## src/sv/mie_pkg.sv

```systemverilog
// Shared types and constants for the modular inverse block.
// No dependencies; imported by the controller, the datapath, the top level, the checker and the bench.
package mie_pkg;

    localparam int DATA_W = 32;
    localparam int CNT_W  = $clog2(DATA_W);

    typedef logic [DATA_W-1:0] word_t;

    localparam word_t RESET_MODULUS = DATA_W'(8380417);

    typedef enum logic [2:0] {
        OP_NONE,
        OP_LOAD,
        OP_DIV,
        OP_RED_END,
        OP_STEP_START,
        OP_STEP_END,
        OP_FIX,
        OP_FINISH
    } dp_op_t;

    typedef struct packed {
        logic m_zero;
        logic r1_zero;
        logic div_last;
    } dp_status_t;

endpackage

```

## src/sv/mie_dp.sv

```systemverilog
// Datapath of the modular inverse block: modulus register, bit-serial divider with
// shift-add coefficient update, Euclid registers and result registers.
// Depends on mie_pkg.
module mie_dp
    import mie_pkg::*;
(
    input  logic       clk,
    input  logic       rst_n,
    input  dp_op_t     op,
    input  logic       cfg_we,
    input  word_t      cfg_data,
    input  word_t      operand,
    output dp_status_t status,
    output word_t      inv_value,
    output logic       inv_exists
);

    word_t              modulus_reg, modulus_next;
    logic [CNT_W-1:0]   cnt_reg, cnt_next;
    word_t              r0_reg, r0_next;
    word_t              r1_reg, r1_next;
    word_t              div_reg, div_next;
    word_t              quo_reg, quo_next;
    word_t              rem_reg, rem_next;
    word_t              acc_reg, acc_next;
    word_t              mag0_reg, mag0_next;
    word_t              mag1_reg, mag1_next;
    logic               neg0_reg, neg0_next;
    logic               neg1_reg, neg1_next;
    word_t              inv_value_reg, inv_value_next;
    logic               inv_exists_reg, inv_exists_next;

    logic [DATA_W:0]    trial_sh;
    logic [DATA_W:0]    trial_sub;
    logic               q_bit;
    logic               ok;

    assign trial_sh  = {rem_reg, quo_reg[DATA_W-1]};
    assign trial_sub = trial_sh - {1'b0, div_reg};
    assign q_bit     = ~trial_sub[DATA_W];
    assign ok        = (r0_reg == DATA_W'(1)) && (modulus_reg != '0);

    always_comb
    begin
        modulus_next    = cfg_we ? cfg_data : modulus_reg;
        cnt_next        = cnt_reg;
        r0_next         = r0_reg;
        r1_next         = r1_reg;
        div_next        = div_reg;
        quo_next        = quo_reg;
        rem_next        = rem_reg;
        acc_next        = acc_reg;
        mag0_next       = mag0_reg;
        mag1_next       = mag1_reg;
        neg0_next       = neg0_reg;
        neg1_next       = neg1_reg;
        inv_value_next  = inv_value_reg;
        inv_exists_next = inv_exists_reg;
        unique case (op)
            OP_NONE:
            begin
            end
            OP_LOAD:
            begin
                r0_next   = modulus_reg;
                div_next  = modulus_reg;
                quo_next  = operand;
                rem_next  = '0;
                acc_next  = '0;
                cnt_next  = '0;
                mag0_next = '0;
                mag1_next = DATA_W'(1);
                neg0_next = 1'b0;
                neg1_next = 1'b0;
            end
            OP_DIV:
            begin
                quo_next = {quo_reg[DATA_W-2:0], q_bit};
                rem_next = q_bit ? trial_sub[DATA_W-1:0] : trial_sh[DATA_W-1:0];
                acc_next = {acc_reg[DATA_W-2:0], 1'b0} + (q_bit ? mag1_reg : '0);
                cnt_next = cnt_reg + CNT_W'(1);
            end
            OP_RED_END:
            begin
                r1_next = rem_reg;
            end
            OP_STEP_START:
            begin
                div_next = r1_reg;
                quo_next = r0_reg;
                rem_next = '0;
                acc_next = '0;
                cnt_next = '0;
            end
            OP_STEP_END:
            begin
                r0_next   = r1_reg;
                r1_next   = rem_reg;
                mag0_next = mag1_reg;
                mag1_next = mag0_reg + acc_reg;
                neg0_next = neg1_reg;
                neg1_next = ~neg1_reg;
            end
            OP_FIX:
            begin
                if (mag0_reg >= modulus_reg)
                begin
                    mag0_next = mag0_reg - modulus_reg;
                end
            end
            OP_FINISH:
            begin
                inv_exists_next = ok;
                if (!ok)
                begin
                    inv_value_next = '0;
                end
                else if (neg0_reg && (mag0_reg != '0))
                begin
                    inv_value_next = modulus_reg - mag0_reg;
                end
                else
                begin
                    inv_value_next = mag0_reg;
                end
            end
            default:
            begin
            end
        endcase
    end

    always_ff @(posedge clk or negedge rst_n)
    begin
        if (!rst_n)
        begin
            modulus_reg <= RESET_MODULUS;
            cnt_reg     <= '0;
        end
        else
        begin
            modulus_reg <= modulus_next;
            cnt_reg     <= cnt_next;
        end
    end

    always_ff @(posedge clk)
    begin
        r0_reg         <= r0_next;
        r1_reg         <= r1_next;
        div_reg        <= div_next;
        quo_reg        <= quo_next;
        rem_reg        <= rem_next;
        acc_reg        <= acc_next;
        mag0_reg       <= mag0_next;
        mag1_reg       <= mag1_next;
        neg0_reg       <= neg0_next;
        neg1_reg       <= neg1_next;
        inv_value_reg  <= inv_value_next;
        inv_exists_reg <= inv_exists_next;
    end

    assign status.m_zero   = (modulus_reg == '0);
    assign status.r1_zero  = (r1_reg == '0);
    assign status.div_last = (cnt_reg == CNT_W'(DATA_W - 1));
    assign inv_value       = inv_value_reg;
    assign inv_exists      = inv_exists_reg;

endmodule

```

## src/sv/mie_ctrl.sv

```systemverilog
// Controller of the modular inverse block: sequences reduction, Euclid steps and
// the final correction, and owns the input and output handshakes. Depends on mie_pkg.
module mie_ctrl
    import mie_pkg::*;
(
    input  logic       clk,
    input  logic       rst_n,
    input  logic       in_valid,
    output logic       in_stall,
    output logic       out_valid,
    input  logic       out_stall,
    input  dp_status_t status,
    output dp_op_t     op
);

    typedef enum logic [2:0] {
        S_IDLE,
        S_REDUCE,
        S_RED_END,
        S_CHECK,
        S_DIV,
        S_STEP_END,
        S_FIX,
        S_DONE
    } state_t;

    state_t state_reg, state_next;
    logic   out_valid_reg, out_valid_next;
    logic   out_free;

    assign out_free = ~(out_valid_reg & out_stall);

    always_comb
    begin
        state_next     = state_reg;
        op             = OP_NONE;
        out_valid_next = out_valid_reg & out_stall;
        unique case (state_reg)
            S_IDLE:
            begin
                if (in_valid)
                begin
                    op         = OP_LOAD;
                    state_next = S_REDUCE;
                end
            end
            S_REDUCE:
            begin
                op = OP_DIV;
                if (status.div_last)
                begin
                    state_next = S_RED_END;
                end
            end
            S_RED_END:
            begin
                op         = OP_RED_END;
                state_next = S_CHECK;
            end
            S_CHECK:
            begin
                if (status.r1_zero || status.m_zero)
                begin
                    state_next = S_FIX;
                end
                else
                begin
                    op         = OP_STEP_START;
                    state_next = S_DIV;
                end
            end
            S_DIV:
            begin
                op = OP_DIV;
                if (status.div_last)
                begin
                    state_next = S_STEP_END;
                end
            end
            S_STEP_END:
            begin
                op         = OP_STEP_END;
                state_next = S_CHECK;
            end
            S_FIX:
            begin
                op         = OP_FIX;
                state_next = S_DONE;
            end
            S_DONE:
            begin
                if (out_free)
                begin
                    op             = OP_FINISH;
                    out_valid_next = 1'b1;
                    state_next     = S_IDLE;
                end
            end
            default:
            begin
                state_next = S_IDLE;
            end
        endcase
    end

    always_ff @(posedge clk or negedge rst_n)
    begin
        if (!rst_n)
        begin
            state_reg     <= S_IDLE;
            out_valid_reg <= 1'b0;
        end
        else
        begin
            state_reg     <= state_next;
            out_valid_reg <= out_valid_next;
        end
    end

    assign in_stall  = (state_reg != S_IDLE);
    assign out_valid = out_valid_reg;

endmodule

```

## src/sv/modular_inverse_euclid_top.sv

```systemverilog
// Modular inverse by the extended Euclidean algorithm, one operand at a time. An operand
// is first reduced modulo the modulus and then runs the quotient steps of the Euclid
// remainder sequence (at most 45 for 32-bit values); every step runs one bit-serial
// division in the shared divider followed by an update of the Euclid and coefficient
// registers. A new operand is taken once the previous
// one has finished, while its result may still be waiting in the output register.
// Depends on mie_pkg, mie_ctrl and mie_dp.
module modular_inverse_euclid_top
    import mie_pkg::*;
(
    input  logic  clk,
    input  logic  rst_n,
    input  logic  cfg_valid,
    output logic  cfg_ready,
    input  word_t modulus,
    input  logic  in_valid,
    output logic  in_stall,
    input  word_t operand_value,
    output logic  out_valid,
    input  logic  out_stall,
    output word_t inverse_value,
    output logic  inverse_exists
);

    dp_op_t     op;
    dp_status_t status;

    assign cfg_ready = 1'b1;

    mie_ctrl u_ctrl (
        .clk       (clk),
        .rst_n     (rst_n),
        .in_valid  (in_valid),
        .in_stall  (in_stall),
        .out_valid (out_valid),
        .out_stall (out_stall),
        .status    (status),
        .op        (op)
    );

    mie_dp u_dp (
        .clk        (clk),
        .rst_n      (rst_n),
        .op         (op),
        .cfg_we     (cfg_valid & cfg_ready),
        .cfg_data   (modulus),
        .operand    (operand_value),
        .status     (status),
        .inv_value  (inverse_value),
        .inv_exists (inverse_exists)
    );

endmodule

```

## config.mk

```make
export PLATFORM = sky130hd
export DESIGN_NAME = modular_inverse_euclid_top
export DESIGN_NICKNAME = d
export VERILOG_FILES = /design/src/sv/mie_pkg.sv /design/src/sv/mie_dp.sv /design/src/sv/mie_ctrl.sv /design/src/sv/modular_inverse_euclid_top.sv
export SDC_FILE = /design/constraint.sdc
export NUM_CORES = 1
export LEC_CHECK = 0
export ABC_AREA = 1
export BUFFER_PORTS_ARGS = -buffer_cell sky130_fd_sc_hd__buf_2
export CAP_MARGIN = 40
export CORE_ASPECT_RATIO = 0.75
export CORE_UTILIZATION = 55
export DETAILED_ROUTE_END_ITERATION = 10
export PLACE_DENSITY = 0.69
export REMOVE_ABC_BUFFERS = 1
export SYNTH_ARGS = -nofsm -noshare
export SYNTH_HDL_FRONTEND = slang
export SYNTH_HIERARCHICAL = 1
export SYNTH_SLANG_ARGS = --single-unit
export TNS_END_PERCENT = 50
```

## constraint.sdc

```tcl
create_clock -name clk -period 7.5 [get_ports clk]
set_input_delay 1.125 -clock clk [delete_from_list [all_inputs] [get_ports clk]]
set_output_delay 1.125 -clock clk [all_outputs]
set_load 0.01 [all_outputs]
```

==> summary.md <==
| Metric | Value |
|---|---|
| I/O Pins | approximately 110 |
| Gr usage total | about 37% |
| Setup violators final | 0 |
| Die area | around 0.043 mm^2 |
| Crit. End Element | register |
| Final Hold Fails | 0 |
| Critical path class | register to register |
| Die height | ~180 um |
| Max Freq | 182 MHz |
| Worst-margin pin slew | ~1.0 ns |
| Vias in the first global route | around 20,000 |
| Initial Util | between 50% and 60% |
| Post-Layout Inst Area | roughly 0.026 mm^2 |
| # DRC | 0 |
| Detailed Place HPWL | between 60,000 and 70,000 um |
| CP Max Fanout | 63 |
| Minimum clock period | about 5.5 ns |
| Clock buffer depth | 3 |
| Initial antenna violation count | 1 |
| Post-CTS Setup Inserts | 0 |
| Prevailing post-synth register cell | edfxtp_1 |
| Status | finished clean |
| Post_cts resized | 0 |
| Worst path required time | a little under 8 ns |
| CTS tree | done |
| Count of final max-slew check failures | 0 |
| H-tree depth | 2 |
| Commonest non-fill, non-tap cell in the layout | nand2_1 |
| RePlAce Congestion | slightly above 1 |
| Buffers and inverters on the worst path | 4 |
| Cell family with most CP delay | simple AND/OR/NAND/NOR gates |
| Port bufs | 103 |
| Most frequent cells in the layout | 561 x nand2_1, 398 x inv_1, 306 x a21oi_1, 291 x edfxtp_1, 274 x o21ai_0 |
| Grt ovf | 0 |
| Post-Route WL | roughly 80,000 um |
| Final WS setup | approximately 2 ns |
| Largest net degree at the start of global routing | between 90 and 100 |
| Horiz. Die Dim | between 200 and 250 um |
| CP startpoint kind | register |
| Final #Nets | between 3,000 and 4,000 |
| Via Count | approximately 22,000 |
| Worst slack, placed | between 2 and 2.5 ns |
| HP Class | input pin to async pin |
| # diodes | 0 |
| Root buffer cell | clkbuf_16 |
| Post-DP Area | 0.0245 mm^2 |
| Setup Skew | ~0.029 ns |
| Synthesized area per cell | between 8 and 9 um^2 |
| Sequential area share after synthesis | about two fifths |
| Post-Syn Instances | ~2,900 |
| CTS buffer count | 35 |
| TNS Setup | 0 ns |
| Slew HR | 29.5% |
| Max Cap Violations | 0 |
| Vias per cell | between 6 and 7 |
| CTS clk-pin slew, worst paths | roughly 0.06 ns |
| Remaining antenna violation count | 0 |
| Routed wire per std cell | 22.9 um |
| Ratio of cells with drive above 1 in the final layout | between 10% and 20% |
| CP max stage delay | approximately 0.60 ns |
| FILL cells | ~3,600 |
| CP Data Arrival Time | ~5.8 ns |
| RSZ-0062 raised after global routing | no |
| Final period util | about three quarters |
| Async S/R FF share, synth | approximately an eighth |
| Row count | 64 |
| Netlist Area Pre-Place | approximately 0.023 mm^2 |
| Top cell by count, worst path | nand2_1 |
| Number of DRC markers in iteration 0 | 2,829 |
| CP max stage cell | inv_4 |
| Sink Count | about 330 |
| Global-route wire length before repair | about 120,000 um |
| Distinct cell type count after synthesis | slightly above 60 |
| Hold-fix buffers, CTS | 0 |
| First-pass iteration count of the detailed router | 6 |
| Clk_lat worst skew | roughly 0.55 ns |
| Synth Register Bits | 332 |
| Final Util | just over 60% |
| Area Overhead vs Synth | 10.1% |
| Number of synthesized flops with an enable pin | 291 |
| Core area | between 0.04 and 0.05 mm^2 |
| Yosys Warn Count | 6 |
## Yosys cell counts (12+ instances only)
cell / count / area (um^2)
nand4_1: 46 / 288
edfxtp_1: 291 / 8740
a21oi_1: 307 / 1540
nor3_1: 38 / 190
a21oi_2: 29 / 254
o21ai_1: 29 / 145
inv_1: 399 / 1500
o22ai_1: 13 / 81.3
o21bai_1: 26 / 195
nor2_1: 251 / 942
nand3_1: 75 / 375
o21ai_0: 275 / 1380
nand2_1: 562 / 2110
o211ai_1: 46 / 345
buf_2: 12 / 60.1
clkbuf_1: 44 / 165
xnor2_1: 20 / 175
ha_1: 158 / 1980
o21ai_2: 23 / 201
nor4_1: 20 / 125
a21o_1: 16 / 120
xor2_1: 31 / 272
dfrtp_1: 30 / 751
## metal layers
layer	wire, um	share of wire [%]	GRT usage (%)	vias to the layer above
met5	0	0	0	-
met4	1290	1.6	6.52	0
met3	11000	13	12.1	93
met2	31500	39	49.5	1243
met1	37600	46	57.9	10100
li1	-	-	-	10100
## worst register-to-register path, delay by kind of cell, from the launching register on
kind,cells,cell delay (ns)
compound gates,3,0.80
fa+ha+maj,3,1.00
buf+inv,4,0.81
flops,1,0.37
simple gates,15,2.23
## worst paths after layout
path | from | to | slack, ns | cells after the start
worst max-delay path | u_dp/quo_reg[31] | u_dp/acc_reg[31] | 2.01 | 25
worst min-delay path | rst_n | u_ctrl/out_valid | 0.49 | 1
worst max register to register | u_dp/quo_reg[31] | u_dp/acc_reg[31] | 2.01 | 25
worst min register to register | u_dp/rem_reg[30] | u_dp/r1_reg[30] | 0.49 | 0
max in group asynchronous | rst_n | u_dp/modulus_reg[21] | 6.44 | 2
min in group clk | u_dp/rem_reg[30] | u_dp/r1_reg[30] | 0.49 | 0
## per-stage QoR
stage	cells	hold slack (ns)
6_report	3564	0.488
5_1_grt	3564	0.492
4_1_cts	3564	0.482
3_5_place_dp	3501	0.466
3_3_place_gp	3493	0.460
2_1_floorplan	2811	0.449
## area by class of cell
class | count | area, um^2 | area share, %
repair buffers | 129 | 811 | 3.15
well taps | 561 | 702 | 2.73
inverters | 410 | 1550 | 6.04
flip-flops and latches | 332 | 9780 | 38.0
clock buffers | 40 | 936 | 3.64
clock inverters | 23 | 304 | 1.18
multi-input cells | 2069 | 11600 | 45.2
## cells by family after synthesis
kind of cell,share of synthesized area [%]
simple gates,18.9
fa+ha+maj,8.90
flops,41.9
compound gates,19.8
buf+inv,8.55
xor+xnor,1.91
other cells,0.0161
Power is left out: the tool's default activity adds up to more than one toggle a clock period on the data nets, which glitch-free logic cannot reach.
